## config.mk

```make
export PLATFORM = sky130hd
export DESIGN_NAME = lsh_queue
export DESIGN_NICKNAME = d
export VERILOG_FILES = /design/src/sv/lsh_pkg.sv /design/src/sv/lsh_queue.sv
export SDC_FILE = /design/constraint.sdc
export NUM_CORES = 1
export LEC_CHECK = 0
export CAP_MARGIN = 15
export CORE_AREA = 2 2 207 209
export DETAILED_ROUTE_END_ITERATION = 16
export DIE_AREA = 0 0 209 211
export DONT_BUFFER_PORTS = 1
export PLACE_DENSITY_LB_ADDON = 0.1
export SLEW_MARGIN = 20
export SYNTH_ARGS = -nofsm -noshare
export SYNTH_HDL_FRONTEND = slang
export SYNTH_SLANG_ARGS = --single-unit
```

## constraint.sdc

```tcl
create_clock -name clk_i -period 5.6 [get_ports clk_i]
set_input_delay 0.28 -clock clk_i [delete_from_list [all_inputs] [get_ports clk_i]]
set_output_delay 0.28 -clock clk_i [all_outputs]
set_load 0.01 [all_outputs]
```

## src/sv/lsh_pkg.sv

```systemverilog
// Shared types and constants for the 3x3 Laplacian sharpening block.
// No dependencies; every other file of the block refers to it by scoped names.
`timescale 1ns / 1ps
`default_nettype none
package lsh_pkg;

  localparam int unsigned CH_BITS    = 8;
  localparam int unsigned NCH        = 4;
  localparam int unsigned PIX_BITS   = CH_BITS * NCH;
  localparam int unsigned SUM_BITS   = CH_BITS + 2;
  localparam int unsigned TOT_BITS   = CH_BITS + 4;
  localparam int unsigned STR_BITS   = 20;
  localparam int unsigned DIM_BITS   = 13;
  localparam int unsigned ROW_BITS   = 12;
  localparam int unsigned ROW_LIMIT  = 4096;
  localparam int unsigned ROUND_BIAS = 256 * 4;
  localparam int unsigned SHIFT_BITS = 8 + 3;
  localparam int unsigned CFG_IDX_BITS = 2;

  typedef enum logic [CFG_IDX_BITS-1:0] {
    REG_STRENGTH = 2'd0,
    REG_WIDTH    = 2'd1,
    REG_HEIGHT   = 2'd2
  } cfg_idx_e;

  typedef logic [NCH-1:0][CH_BITS-1:0] pix_t;

  // One classified input pixel with the line store data it needs.
  typedef struct packed {
    logic d_en;
    logic d_load;
    logic d_last;
    logic pass;
    logic m_en;
    logic m_load;
    logic m_top_mid;
    logic m_row_end;
    logic last;
    pix_t pix;
    pix_t up_c;
    pix_t mid_c;
    pix_t up_f;
    pix_t mid_f;
  } job_t;

endpackage
`default_nettype wire

```

## src/sv/lsh_queue.sv

```systemverilog
// Short job queue between front and back end.
// Depends on lsh_pkg for the job type.
`timescale 1ns / 1ps
`default_nettype none
module lsh_queue (
  input  wire            clk_i,
  input  wire            rst_ni,
  input  lsh_pkg::job_t  job_i,
  input  wire            valid_i,
  output logic           ready_o,
  output lsh_pkg::job_t  job_o,
  output logic           valid_o,
  input  wire            ready_i
);

  localparam int unsigned DEPTH = 4;
  localparam int unsigned PW    = $clog2(DEPTH);

  lsh_pkg::job_t   mem_q [DEPTH];
  logic [PW-1:0]   wp_q, rp_q;
  logic [PW:0]     cnt_q;
  logic            push, pop;

  assign ready_o = cnt_q != (PW+1)'(DEPTH);
  assign valid_o = cnt_q != '0;
  assign push    = valid_i && ready_o;
  assign pop     = valid_o && ready_i;
  assign job_o   = mem_q[rp_q];

  always_ff @(posedge clk_i or negedge rst_ni) begin
    if (!rst_ni) begin
      wp_q  <= '0;
      rp_q  <= '0;
      cnt_q <= '0;
    end else begin
      if (push) begin
        wp_q <= wp_q + PW'(1);
      end
      if (pop) begin
        rp_q <= rp_q + PW'(1);
      end
      if (push && !pop) begin
        cnt_q <= cnt_q + (PW+1)'(1);
      end else if (pop && !push) begin
        cnt_q <= cnt_q - (PW+1)'(1);
      end
    end
  end

  always_ff @(posedge clk_i) begin
    if (push) begin
      mem_q[wp_q] <= job_i;
    end
  end

`ifndef SYNTHESIS
  a_fill: assert property (@(posedge clk_i) disable iff (!rst_ni)
    cnt_q <= (PW+1)'(DEPTH))
    else $error("job queue overfilled");
`endif

endmodule
`default_nettype wire

```

==> results.yml <==
outcome:
  status: "finished, final reports clean"
sta:
  skew_ns: 0.01762
  max_slew_margin: 0.3640
  tns_ns: 0
  fmax_mhz: 310.6
  tightestPinTransition_ns: 0.9540
  setup_viol: 0
  hold_viol: 0
  post-route-period-util: 0.5749
  period_needed_ns: 3.219
  slew_viol_final: 0
  fin_ws_ns: 2.381
  rsz0062_at_grt: "no"
synth:
  synth_cells: 918
  netlist_top_cells_count: "edfxtp_1, mux4_2, buf_2, buf_6, dfrtp_1"
  post-synth-top-count-cell: "edfxtp_1"
  ys_warn_count: 0
  synth_seq_cells: 683
  synth_top_area_frac: 0.8196
  synth_ff_type: "edfxtp_1"
  synth_area_mm2: 0.02477
  async_flop_share: 0.01025
  synth_area_leaders: "edfxtp_1, mux4_2, dfrtp_1"
  synth_edf_count: 676
  synth_area_leader_cell: "edfxtp_1"
  ys_seq_area_frac: 0.8267
  ys_types: 19
  syn_area_per_cell_um2: 26.98
  syn_nets: 1097
place:
  post-place-ws_ns: 2.782
  io_buffer_count: 0
  finalWeightedCongestion: 0.9343
  dp.cells: 1433
  dp_hpwl_mm: 29.06
critical_path:
  critPathTopFamily: "flip-flops"
  cp_max_fo: 72
  crit_slowest_cell: "dfrtp_4"
  path_buf_inv: 2
  reg2reg_to: "mem_q[0][13]"
  start_kind: "flop"
  critPathKind: "reg2out"
  required_ns: 5.32
  worstPathArrival_ns: 2.94
  crit_chain: "buf_16 -> buf_12 -> mux4_2"
  reg2reg_depth: 4
  r2r-start: "cnt_q[0]"
  timing.reg2reg.setup_slack_ns: 2.80
  max_stage_delay_ns: 0.79
  cp-end-kind: "primary output"
die:
  pin_count: 344
  rows: 75
  die_y_um: 211
  die_area_mm2: 0.04410
  core_area_mm2: 0.04176
  initial_core_util: 0.5931
  fp.dieW_um: 209
drt:
  drt_iter0_drc: 1152
  antenna_left: 0
  vias: 10560
  drc_errors: 0
  routedWlPerCell_um: 28.00
  vias_per_cell: 6.102
  dr.pass1.iters: 5
  wl_mm: 48.44
pwr:
  p_leak_nw: 9.367
  ir_drop_uv: 324.2
  powerDensity_mw_per_mm2: 524.5
layout:
  fin_nets: 1315
  area_growth_pct: 18.73
  multi_input_comb_area_mm2: 0.004036
  drive_gt1_frac: 0.2390
  fillers: 2387
  regArea_mm2: 0.02048
  fin_cells: 1730
run:
  drv_cap: 0
grt:
  grt_usage: 0.2211
  grt_pass1_wl_mm: 71.12
  gr-total-overflow: 0
  grt_max_degree: 125
  antenna_found_initial: 8
  grt_pass1_vias: 11080
cts:
  cts_tree: "done"
  cts-root-buf: "clkbuf_16"
  numCtsBuffers: 68
  cts_max_path_buffers: 3
  clk_latency_ns: 0.57
  clkSlewWorstSetupHoldPaths_ns: 0.06
  h-tree-depth: 3
  clkSinkCount: 683
hold_path:
  hp-class: "in2async"
[cells by family after synthesis]
logic type / Yosys count / synth area share
xor+xnor: 6 / 0.002122
compound gates: 1 / 0.0004547
fa+ha+maj: 6 / 0.003334
simple gates: 10 / 0.002071
mux: 171 / 0.1546
buf+inv: 41 / 0.01071
flops: 683 / 0.8267
[cell type report]
cell class                      count  share of cell area
Clock inverter                     34             0.01277
Clock buffer                       84             0.06208
Timing Repair Buffer              186             0.06740
Antenna cell                        7           0.0005957
Sequential cell                   683              0.6966
Tap cell                          539             0.02294
Inverter                            3           0.0003830
Multi-Input combinational cell    194              0.1373
[cell usage in the layout (no fill, tap or decap)]
cell,count
a21boi_2,1
and2_4,4
buf_12,11
buf_16,1
buf_4,3
bufinv_16,8
clkbuf_1,13
clkbuf_16,71
clkinv_1,15
clkinv_2,6
clkinv_8,1
clkinvlp_4,2
dfrtp_1,5
dfrtp_4,2
diode_2,7
dlygate4sd3_1,171
edfxtp_1,676
fa_1,1
ha_1,5
inv_1,3
inv_6,2
mux2_2,2
mux4_2,169
nand2_1,2
nand3_1,1
nor2_1,2
or3_1,1
xnor2_1,4
xor2_1,2
[how the worst max path moves through the flow]
stage               depth (start not counted)       endpoint     start  slack (ns)
global placement                            4  mem_q[3][140]  cnt_q[0]        2.78
finish                                      3      job_o[47]   rp_q[0]        2.38
detailed placement                          2      job_o[47]   rp_q[0]        2.78
floorplan                                   3    mem_q[2][0]  cnt_q[0]        0.41
global route                                3      job_o[47]   rp_q[0]        2.14
CTS                                         2      job_o[47]   rp_q[0]        2.15
[flip-flops by register name, indices dropped and copies added (netlist names)]
| name | cells |
|---|---|
| mem_q | 676 |
| wp_q | 2 |
| cnt_q | 3 |
| rp_q | 2 |
[per-stage QoR]
step	utilization	power (W)	instance area, um^2	hold WS [ns]
after floorplan	-	0.01015	24770	-0.01559
after global placement	0.6070	0.01080	25350	-0.01479
after detailed placement	0.6094	0.01097	25450	-0.01472
after CTS	0.7031	0.01558	29360	0.02754
after global routing	0.7041	0.01601	29400	0.05033
final	0.7042	0.01542	29400	0.05582
[where the power goes]
group	internal, W	switching (W)
Combinational	0.00158	0.00228
Clock	0.00268	0.00176
Sequential	0.00676	0.000355
Total	0.0110	0.00440
[metal layers]
metal | track usage | wire length (um)
met1 | 0.2934 | 18590
met2 | 0.3454 | 23860
met4 | 0.06823 | 1111
met5 | 0 | 13
met3 | 0.08579 | 4875
[timing repair]
action                    in CTS  in global routing
buffers inserted               0                  0
hold buffers                 171                  0
hold endpoints to repair     685                  0
gates resized for setup        0                  0
Note: power is estimated with default switching activity, not from simulation.
