`src/sv/lsh_pkg.sv`:
```
// Shared types and constants for the 3x3 Laplacian sharpening block.
// No dependencies; every other file of the block refers to it by scoped names.
`timescale 1ns / 1ps
`default_nettype none
package lsh_pkg;

  localparam int unsigned CH_BITS    = 8;
  localparam int unsigned NCH        = 4;
  localparam int unsigned PIX_BITS   = CH_BITS * NCH;
  localparam int unsigned SUM_BITS   = CH_BITS + 2;
  localparam int unsigned TOT_BITS   = CH_BITS + 4;
  localparam int unsigned STR_BITS   = 20;
  localparam int unsigned DIM_BITS   = 13;
  localparam int unsigned ROW_BITS   = 12;
  localparam int unsigned ROW_LIMIT  = 4096;
  localparam int unsigned ROUND_BIAS = 256 * 4;
  localparam int unsigned SHIFT_BITS = 8 + 3;
  localparam int unsigned CFG_IDX_BITS = 2;

  typedef enum logic [CFG_IDX_BITS-1:0] {
    REG_STRENGTH = 2'd0,
    REG_WIDTH    = 2'd1,
    REG_HEIGHT   = 2'd2
  } cfg_idx_e;

  typedef logic [NCH-1:0][CH_BITS-1:0] pix_t;

  // One classified input pixel with the line store data it needs.
  typedef struct packed {
    logic d_en;
    logic d_load;
    logic d_last;
    logic pass;
    logic m_en;
    logic m_load;
    logic m_top_mid;
    logic m_row_end;
    logic last;
    pix_t pix;
    pix_t up_c;
    pix_t mid_c;
    pix_t up_f;
    pix_t mid_f;
  } job_t;

endpackage
`default_nettype wire

```
`src/sv/lsh_if.sv`:
```
// Valid/ready stream interfaces for input pixels and sharpened results.
// Depends on lsh_pkg for the channel width.
`timescale 1ns / 1ps
`default_nettype none


interface lsh_res_if;
  logic                       valid;
  logic                       ready;
  logic [lsh_pkg::CH_BITS-1:0] red_out;
  logic [lsh_pkg::CH_BITS-1:0] green_out;
  logic [lsh_pkg::CH_BITS-1:0] blue_out;
  logic [lsh_pkg::CH_BITS-1:0] matte_out;
  logic                       frame_last;
  modport source(output valid, red_out, green_out, blue_out, matte_out, frame_last,
                 input ready);
  modport sink(input valid, red_out, green_out, blue_out, matte_out, frame_last,
               output ready);
endinterface
`default_nettype wire

```
`src/sv/lsh_back.sv`:
```
// Back end: steps the main and drain windows through each job's phases and
// runs the sharpen arithmetic pipeline to the result port. Depends on lsh_pkg, lsh_if.
`timescale 1ns / 1ps
`default_nettype none
module lsh_back (
  input  wire                            clk_i,
  input  wire                            rst_ni,
  input  lsh_pkg::job_t                  job_i,
  input  wire                            job_valid_i,
  output logic                           job_ready_o,
  input  wire  [lsh_pkg::STR_BITS-1:0]   strength_i,
  lsh_res_if.source                      res_o
);

  localparam int unsigned N  = lsh_pkg::NCH;
  localparam int unsigned CB = lsh_pkg::CH_BITS;
  localparam int unsigned SB = lsh_pkg::SUM_BITS;
  localparam int unsigned TB = lsh_pkg::TOT_BITS;
  localparam int unsigned PB = TB + lsh_pkg::STR_BITS;

  typedef struct packed {
    logic [N-1:0][SB-1:0] west;
    logic [N-1:0][SB-1:0] mid;
    logic [N-1:0][SB-1:0] east;
    lsh_pkg::pix_t        cpix;
    lsh_pkg::pix_t        epix;
  } win_t;

  typedef enum logic [1:0] {PH_DSTEP, PH_DTAIL, PH_MSTEP, PH_MTAIL} phase_e;
  typedef enum logic [1:0] {OP_NONE, OP_LOAD, OP_PUSH, OP_TAIL} op_e;

  win_t                 dwin_q, mwin_q, wsel, wnew;
  logic [3:0]           mask, pend, done_q, bit_sel;
  phase_e               ph;
  op_e                  op;
  logic [N-1:0][SB-1:0] s_d, s_m, s_sel;
  lsh_pkg::pix_t        p_sel;
  logic                 emit, emit_last, fire, finish;

  logic                       a_v_q, a_pass_q, a_last_q;
  logic [N-1:0][CB-1:0]       a_c_q;
  logic [N-1:0][TB-1:0]       a_tot_q;
  logic                       b_v_q, b_pass_q, b_last_q;
  logic [N-1:0][CB-1:0]       b_c_q;
  logic [N-1:0][PB-1:0]       b_prod_q;
  logic [N-1:0]               b_neg_q;
  logic                       o_v_q, o_last_q;
  lsh_pkg::pix_t              o_pix_q;
  logic                       o_adv, b_adv, a_free;

  assign o_adv  = !o_v_q || res_o.ready;
  assign b_adv  = !b_v_q || o_adv;
  assign a_free = !a_v_q || b_adv;

  assign mask = {job_i.m_en && job_i.m_row_end, job_i.m_en || job_i.pass,
                 job_i.d_en && job_i.d_last, job_i.d_en};
  assign pend = mask & ~done_q;

  always_comb begin
    priority if (pend[0]) begin
      ph = PH_DSTEP;
    end else if (pend[1]) begin
      ph = PH_DTAIL;
    end else if (pend[2]) begin
      ph = PH_MSTEP;
    end else begin
      ph = PH_MTAIL;
    end
    bit_sel = 4'b0001 << ph;
  end

  always_comb begin
    for (int ch = 0; ch < N; ch++) begin
      s_d[ch] = SB'(job_i.up_f[ch]) + {1'b0, job_i.mid_f[ch], 1'b0};
      s_m[ch] = SB'(job_i.m_top_mid ? job_i.mid_c[ch] : job_i.up_c[ch])
              + SB'(job_i.mid_c[ch]) + SB'(job_i.pix[ch]);
    end
  end

  always_comb begin
    op        = OP_NONE;
    emit      = 1'b0;
    emit_last = 1'b0;
    wsel      = mwin_q;
    s_sel     = s_m;
    p_sel     = job_i.mid_c;
    unique case (ph)
      PH_DSTEP: begin
        wsel  = dwin_q;
        s_sel = s_d;
        p_sel = job_i.mid_f;
        op    = job_i.d_load ? OP_LOAD : OP_PUSH;
        emit  = !job_i.d_load;
      end
      PH_DTAIL: begin
        wsel      = dwin_q;
        op        = OP_TAIL;
        emit      = 1'b1;
        emit_last = 1'b1;
      end
      PH_MSTEP: begin
        if (job_i.pass) begin
          emit      = 1'b1;
          emit_last = job_i.last;
        end else begin
          op   = job_i.m_load ? OP_LOAD : OP_PUSH;
          emit = !job_i.m_load;
        end
      end
      PH_MTAIL: begin
        op   = OP_TAIL;
        emit = 1'b1;
      end
      default: begin
        op = OP_NONE;
      end
    endcase
  end

  always_comb begin
    wnew = wsel;
    unique case (op)
      OP_LOAD: begin
        wnew.west = s_sel;
        wnew.mid  = s_sel;
        wnew.east = s_sel;
        wnew.epix = p_sel;
      end
      OP_PUSH: begin
        wnew.cpix = wsel.epix;
        wnew.epix = p_sel;
        wnew.west = wsel.mid;
        wnew.mid  = wsel.east;
        wnew.east = s_sel;
      end
      OP_TAIL: begin
        wnew.cpix = wsel.epix;
        wnew.west = wsel.mid;
        wnew.mid  = wsel.east;
      end
      default: begin
        wnew = wsel;
      end
    endcase
  end

  assign fire        = job_valid_i && a_free;
  assign finish      = (pend & ~bit_sel) == '0;
  assign job_ready_o = fire && finish;

  always_ff @(posedge clk_i or negedge rst_ni) begin
    if (!rst_ni) begin
      dwin_q <= '0;
      mwin_q <= '0;
      done_q <= '0;
      a_v_q  <= 1'b0;
      b_v_q  <= 1'b0;
      o_v_q  <= 1'b0;
    end else begin
      if (fire && pend != '0) begin
        if (ph == PH_DSTEP || ph == PH_DTAIL) begin
          dwin_q <= wnew;
        end else begin
          mwin_q <= wnew;
        end
      end
      if (fire) begin
        done_q <= finish ? '0 : (done_q | bit_sel);
      end
      if (a_free) begin
        a_v_q <= fire && pend != '0 && emit;
      end
      if (b_adv) begin
        b_v_q <= a_v_q;
      end
      if (o_adv) begin
        o_v_q <= b_v_q;
      end
    end
  end

  always_ff @(posedge clk_i) begin
    if (a_free) begin
      a_pass_q <= ph == PH_MSTEP && job_i.pass;
      a_last_q <= emit_last;
      for (int ch = 0; ch < N; ch++) begin
        a_c_q[ch]   <= (ph == PH_MSTEP && job_i.pass) ? job_i.pix[ch] : wnew.cpix[ch];
        a_tot_q[ch] <= TB'(wnew.west[ch]) + TB'(wnew.mid[ch]) + TB'(wnew.east[ch]);
      end
    end
  end

  logic [N-1:0][TB-1:0] nine, diff;
  always_comb begin
    for (int ch = 0; ch < N; ch++) begin
      nine[ch] = {1'b0, a_c_q[ch], 3'b000} + TB'(a_c_q[ch]);
      diff[ch] = (nine[ch] < a_tot_q[ch]) ? a_tot_q[ch] - nine[ch] : nine[ch] - a_tot_q[ch];
    end
  end

  always_ff @(posedge clk_i) begin
    if (b_adv) begin
      b_pass_q <= a_pass_q;
      b_last_q <= a_last_q;
      b_c_q    <= a_c_q;
      for (int ch = 0; ch < N; ch++) begin
        b_neg_q[ch]  <= nine[ch] < a_tot_q[ch];
        b_prod_q[ch] <= PB'(diff[ch]) * PB'(strength_i);
      end
    end
  end

  logic [N-1:0][PB:0] rnd;
  logic [N-1:0][PB-lsh_pkg::SHIFT_BITS:0] t;
  logic [N-1:0][PB-lsh_pkg::SHIFT_BITS+1:0] v;
  lsh_pkg::pix_t res;
  always_comb begin
    for (int ch = 0; ch < N; ch++) begin
      rnd[ch] = (PB+1)'(lsh_pkg::ROUND_BIAS) + (PB+1)'(b_prod_q[ch]);
      t[ch] = rnd[ch][PB:lsh_pkg::SHIFT_BITS];
      v[ch] = (PB-lsh_pkg::SHIFT_BITS+2)'(t[ch]) + (PB-lsh_pkg::SHIFT_BITS+2)'(b_c_q[ch]);
      if (b_pass_q) begin
        res[ch] = b_c_q[ch];
      end else if (b_neg_q[ch]) begin
        res[ch] = (t[ch] >= (PB-lsh_pkg::SHIFT_BITS+1)'(b_c_q[ch])) ? '0
                : b_c_q[ch] - CB'(t[ch]);
      end else begin
        res[ch] = (v[ch] >= (PB-lsh_pkg::SHIFT_BITS+2)'({CB{1'b1}})) ? {CB{1'b1}}
                : CB'(v[ch]);
      end
    end
  end

  always_ff @(posedge clk_i) begin
    if (o_adv) begin
      o_pix_q  <= res;
      o_last_q <= b_last_q;
    end
  end

  assign res_o.valid      = o_v_q;
  assign res_o.red_out    = o_pix_q[0];
  assign res_o.green_out  = o_pix_q[1];
  assign res_o.blue_out   = o_pix_q[2];
  assign res_o.matte_out  = o_pix_q[3];
  assign res_o.frame_last = o_last_q;

`ifndef SYNTHESIS
  a_done_in_mask: assert property (@(posedge clk_i) disable iff (!rst_ni)
    job_valid_i |-> ((done_q & ~mask) == '0))
    else $error("completed phase outside the job's phase set");
`endif

endmodule
`default_nettype wire

```
`src/flat_wrapper.sv`:
```
// flat-port wrapper written by rule: the top's interface ports become plain ports
module lsh_back_flat 
  (clk_i, rst_ni, job_i, job_valid_i, job_ready_o, strength_i, res_o_valid, res_o_red_out, res_o_green_out, res_o_blue_out, res_o_matte_out, res_o_frame_last, res_o_ready);
  lsh_res_if res_o_i ();
  input  wire clk_i;
  input  wire rst_ni;
  input  lsh_pkg::job_t job_i;
  input  wire job_valid_i;
  output logic job_ready_o;
  input  wire  [lsh_pkg::STR_BITS-1:0] strength_i;
  output wire logic [$bits(res_o_i.valid)-1:0] res_o_valid;
  output wire logic [$bits(res_o_i.red_out)-1:0] res_o_red_out;
  output wire logic [$bits(res_o_i.green_out)-1:0] res_o_green_out;
  output wire logic [$bits(res_o_i.blue_out)-1:0] res_o_blue_out;
  output wire logic [$bits(res_o_i.matte_out)-1:0] res_o_matte_out;
  output wire logic [$bits(res_o_i.frame_last)-1:0] res_o_frame_last;
  input wire logic [$bits(res_o_i.ready)-1:0] res_o_ready;
  assign res_o_valid = res_o_i.valid;
  assign res_o_red_out = res_o_i.red_out;
  assign res_o_green_out = res_o_i.green_out;
  assign res_o_blue_out = res_o_i.blue_out;
  assign res_o_matte_out = res_o_i.matte_out;
  assign res_o_frame_last = res_o_i.frame_last;
  assign res_o_i.ready = res_o_ready;
  lsh_back u_core (.clk_i(clk_i), .rst_ni(rst_ni), .job_i(job_i), .job_valid_i(job_valid_i), .job_ready_o(job_ready_o), .strength_i(strength_i), .res_o(res_o_i));
endmodule
```
`config.mk`:
```
export PLATFORM = sky130hd
export DESIGN_NAME = lsh_back_flat
export DESIGN_NICKNAME = d
export VERILOG_FILES = /design/src/sv/lsh_pkg.sv /design/src/sv/lsh_if.sv /design/src/sv/lsh_back.sv /design/src/flat_wrapper.sv
export SDC_FILE = /design/constraint.sdc
export NUM_CORES = 2
export LEC_CHECK = 0
export BUFFER_PORTS_ARGS = -buffer_cell sky130_fd_sc_hd__buf_4
export CAP_MARGIN = 40
export CORE_MARGIN = 2
export CORE_UTILIZATION = 50
export CTS_CLUSTER_DIAMETER = 40
export CTS_CLUSTER_SIZE = 30
export DETAILED_ROUTE_END_ITERATION = 8
export GPL_TIMING_DRIVEN = 0
export PLACE_DENSITY_LB_ADDON = 0.05
export SYNTH_ARGS = -nofsm -noshare
export SYNTH_HDL_FRONTEND = slang
export SYNTH_SLANG_ARGS = --single-unit
```
`constraint.sdc`:
```
create_clock -name clk_i -period 17 [get_ports clk_i]
set_input_delay 1.7 -clock clk_i [delete_from_list [all_inputs] [get_ports clk_i]]
set_output_delay 1.7 -clock clk_i [all_outputs]
set_load 0.005 [all_outputs]
```
==> impl_metrics.tcl <==
set metrics [dict create \
    status "complete, no violations" \
    tightest_slew_ns 0.969 \
    grt_overflow 0 \
    drc 0 \
    grt_first_pass_wirelength_um 409000 \
    synth-seq-cells 616 \
    final_cell_mix "nand2_1, inv_1, fa_1, ha_1, clkbuf_1" \
    drt_iter0_drc 5661 \
    slew_headroom 0.349 \
    min_period_ns 12.00 \
    cts_tree "yes" \
    drv_cap 0 \
    cpPeakStageDelay_ns 0.77 \
    row_count 144 \
    worst_setup_path_end_kind "flop" \
    firstDrtPassIters 8 \
    dieArea_um2 158000 \
    synth_ff_type "dfrtp_1" \
    routed_wirelength_um 273000 \
    layout_commonest_cell "nand2_1" \
    clkSinkCount 616 \
    syn_area_per_cell_um2 8.84 \
    area_growth_pct 12.3 \
    clk_latency_ns 0.77 \
    cts_hold_buffers 0 \
    syn-cell-area_um2 77500 \
    coreArea_um2 154000 \
    required_ns 17.53 \
    timing.final.crit_share 0.706 \
    ys_async_sr_fraction 0.609 \
    grt_pass1_vias 65900 \
    cts.root.buffer_cell "clkbuf_16" \
    vias 65600 \
    numPortBuffers 221 \
    ant_nets 0 \
    cp.arrival_ns 12.53 \
    synthCells 8759 \
    drive_gt1_frac 0.0963 \
    slew_viol_final 0 \
    wl_per_cell_um 24.0 \
    cts_setup_buffers 0 \
    max-clock-path-buffers 3 \
    path_common_cell "fa_1" \
    cpMaxStageDelayCell "mux2i_1" \
    vias_per_cell 5.78 \
    grt_usage 0.345 \
    grt_max_degree 109 \
    worstSetupPathType "flop to flop" \
    ys_seq_area_frac 0.215 \
    fin_setup_tns_ns 0 \
    synth_nets 10400 \
    die_y_um 398 \
    synth_cell_types 105 \
    yosysWarnings 0 \
    synth_edf_count 241 \
    hold_class "flop to flop" \
    antenna_found_initial 20 \
    clk_pin_slew_ns 0.06 \
    cp-start-kind "flop" \
    initial_utilization 0.503 \
    rsz0062_at_grt "no" \
    die_x_um 398 \
    critPathMaxFanout 10 \
    post_cts_resized 0 \
    cts_inserted_buffers 107 \
    setup_viol_count_final 0 \
    io-pin-count 228 \
    num-nets-final 10800 \
    cts_max_level 3 \
    gp_congestion 0.973 \
    fmax_ghz 0.0833 \
    skew_ns 0.0725 \
    hold_viol_final 0 \
    hpwl_um 225000 \
]
## synthesized netlist by cell type, types with 29 or more instances
master,n,area [µm²]
nand2_1,1330,4990
xnor2_1,236,2070
nor3_1,117,586
mux2i_1,154,1540
nand2b_1,136,851
ha_1,615,7690
o211ai_1,34,255
and3_1,69,432
a31oi_1,80,500
xor2_1,110,963
mux4_2,32,721
a211oi_1,70,526
a21boi_0,30,225
o21ai_0,290,1450
a21o_1,156,1170
clkbuf_1,438,1640
nor4_1,47,294
nand4_1,58,363
and2_1,296,1850
nor2b_1,55,344
a21oi_1,374,1870
fa_1,784,15700
nor2_1,339,1270
dfrtp_1,375,9380
mux2_2,249,2800
o21a_1,34,255
edfxtp_1,241,7240
o21bai_1,79,593
inv_1,1242,4660
buf_1,29,109
o311ai_0,43,377
nand3_1,150,751
## cell families (layout without fill, tap and decap cells)
family          Yosys count  after routing  synth area share
fa+ha+maj              1399           1399             0.302
simple gates           2772           2772             0.171
xor+xnor                348            348            0.0395
flops                   616            616             0.215
buf+inv                1747           2291            0.0859
mux                     435            435            0.0654
other cells               0              4                 0
compound gates         1442           1442             0.122
## worst max-delay path: cells and delay by family (launching register included)
kind                       cells  cell delay [ns]
xor gates and xnor gates       1             0.22
DFF                            1             0.63
buffers and inverters          6             1.33
and+or+nand+nor                8             1.78
adders and majority gates      9             3.91
muxes                          2             0.85
AOI/OAI and AO/OA             12             3.03
## registers in the layout, indices dropped and copies added, names as in the netlist
register / count
u_core.b_last_q: 1
u_core.a_c_q: 32
u_core.a_pass_q: 1
u_core.b_neg_q: 4
u_core.a_v_q: 1
u_core.mwin_q: 184
u_core.res_o.frame_last: 1
u_core.done_q: 4
u_core.res_o.blue_out: 8
u_core.res_o.valid: 1
u_core.res_o.red_out: 8
u_core.res_o.matte_out: 8
u_core.b_v_q: 1
u_core.b_c_q: 32
u_core.b_prod_q: 88
u_core.a_last_q: 1
u_core.b_pass_q: 1
u_core.dwin_q: 184
u_core.a_tot_q: 48
u_core.res_o.green_out: 8
## area by class of cell
class / instances / area [µm²]
Fill cell: 14200 / 67000
Timing Repair Buffer: 340 / 3080
Sequential cell: 616 / 16600
Clock inverter: 74 / 965
Tap cell: 2044 / 2560
Multi-Input combinational cell: 6396 / 54200
Buffer: 500 / 1980
Inverter: 1247 / 4680
Antenna cell: 4 / 10.0
Clock buffer: 130 / 2900
## metal layers
metal  vias up  track usage  share of wire
met4        18        0.192          0.066
met2      2561        0.549           0.45
met5         -            0        0.00043
li1      29900            -              -
met3       658       0.0554          0.072
met1     32400        0.448           0.41
## metrics by stage
stage | hold slack [ns] | setup WS (ns) | instance area, µm² | std cells | util
2_1_floorplan | 0.400 | 7.78 | 77500 | 8759 | -
3_3_place_gp | 0.407 | 5.11 | 81700 | 11000 | 0.530
3_5_place_dp | 0.410 | 5.44 | 83100 | 11100 | 0.540
4_1_cts | 0.415 | 5.33 | 87000 | 11300 | 0.565
5_1_grt | 0.440 | 4.59 | 87000 | 11300 | 0.565
6_report | 0.414 | 5.00 | 87000 | 11400 | 0.565
## path summary, 6_finish.rpt
path / start / end / slack, ns / cells after the start
worst min-delay path: u_core.b_last_q / u_core.res_o.frame_last / 0.41 / 0
worst max-delay path: u_core.a_c_q[16] / u_core.b_prod_q[94] / 5.00 / 38
worst min register to register: u_core.b_last_q / u_core.res_o.frame_last / 0.41 / 0
worst max register to register: u_core.a_c_q[16] / u_core.b_prod_q[94] / 5.00 / 38
min in group asynchronous: rst_ni / u_core.mwin_q[34] / 0.86 / 1
max in group asynchronous: rst_ni / u_core.mwin_q[98] / 14.74 / 3
Power is not shown: default switching activity piles up to over one toggle a cycle in this logic, so the estimate is an artifact.
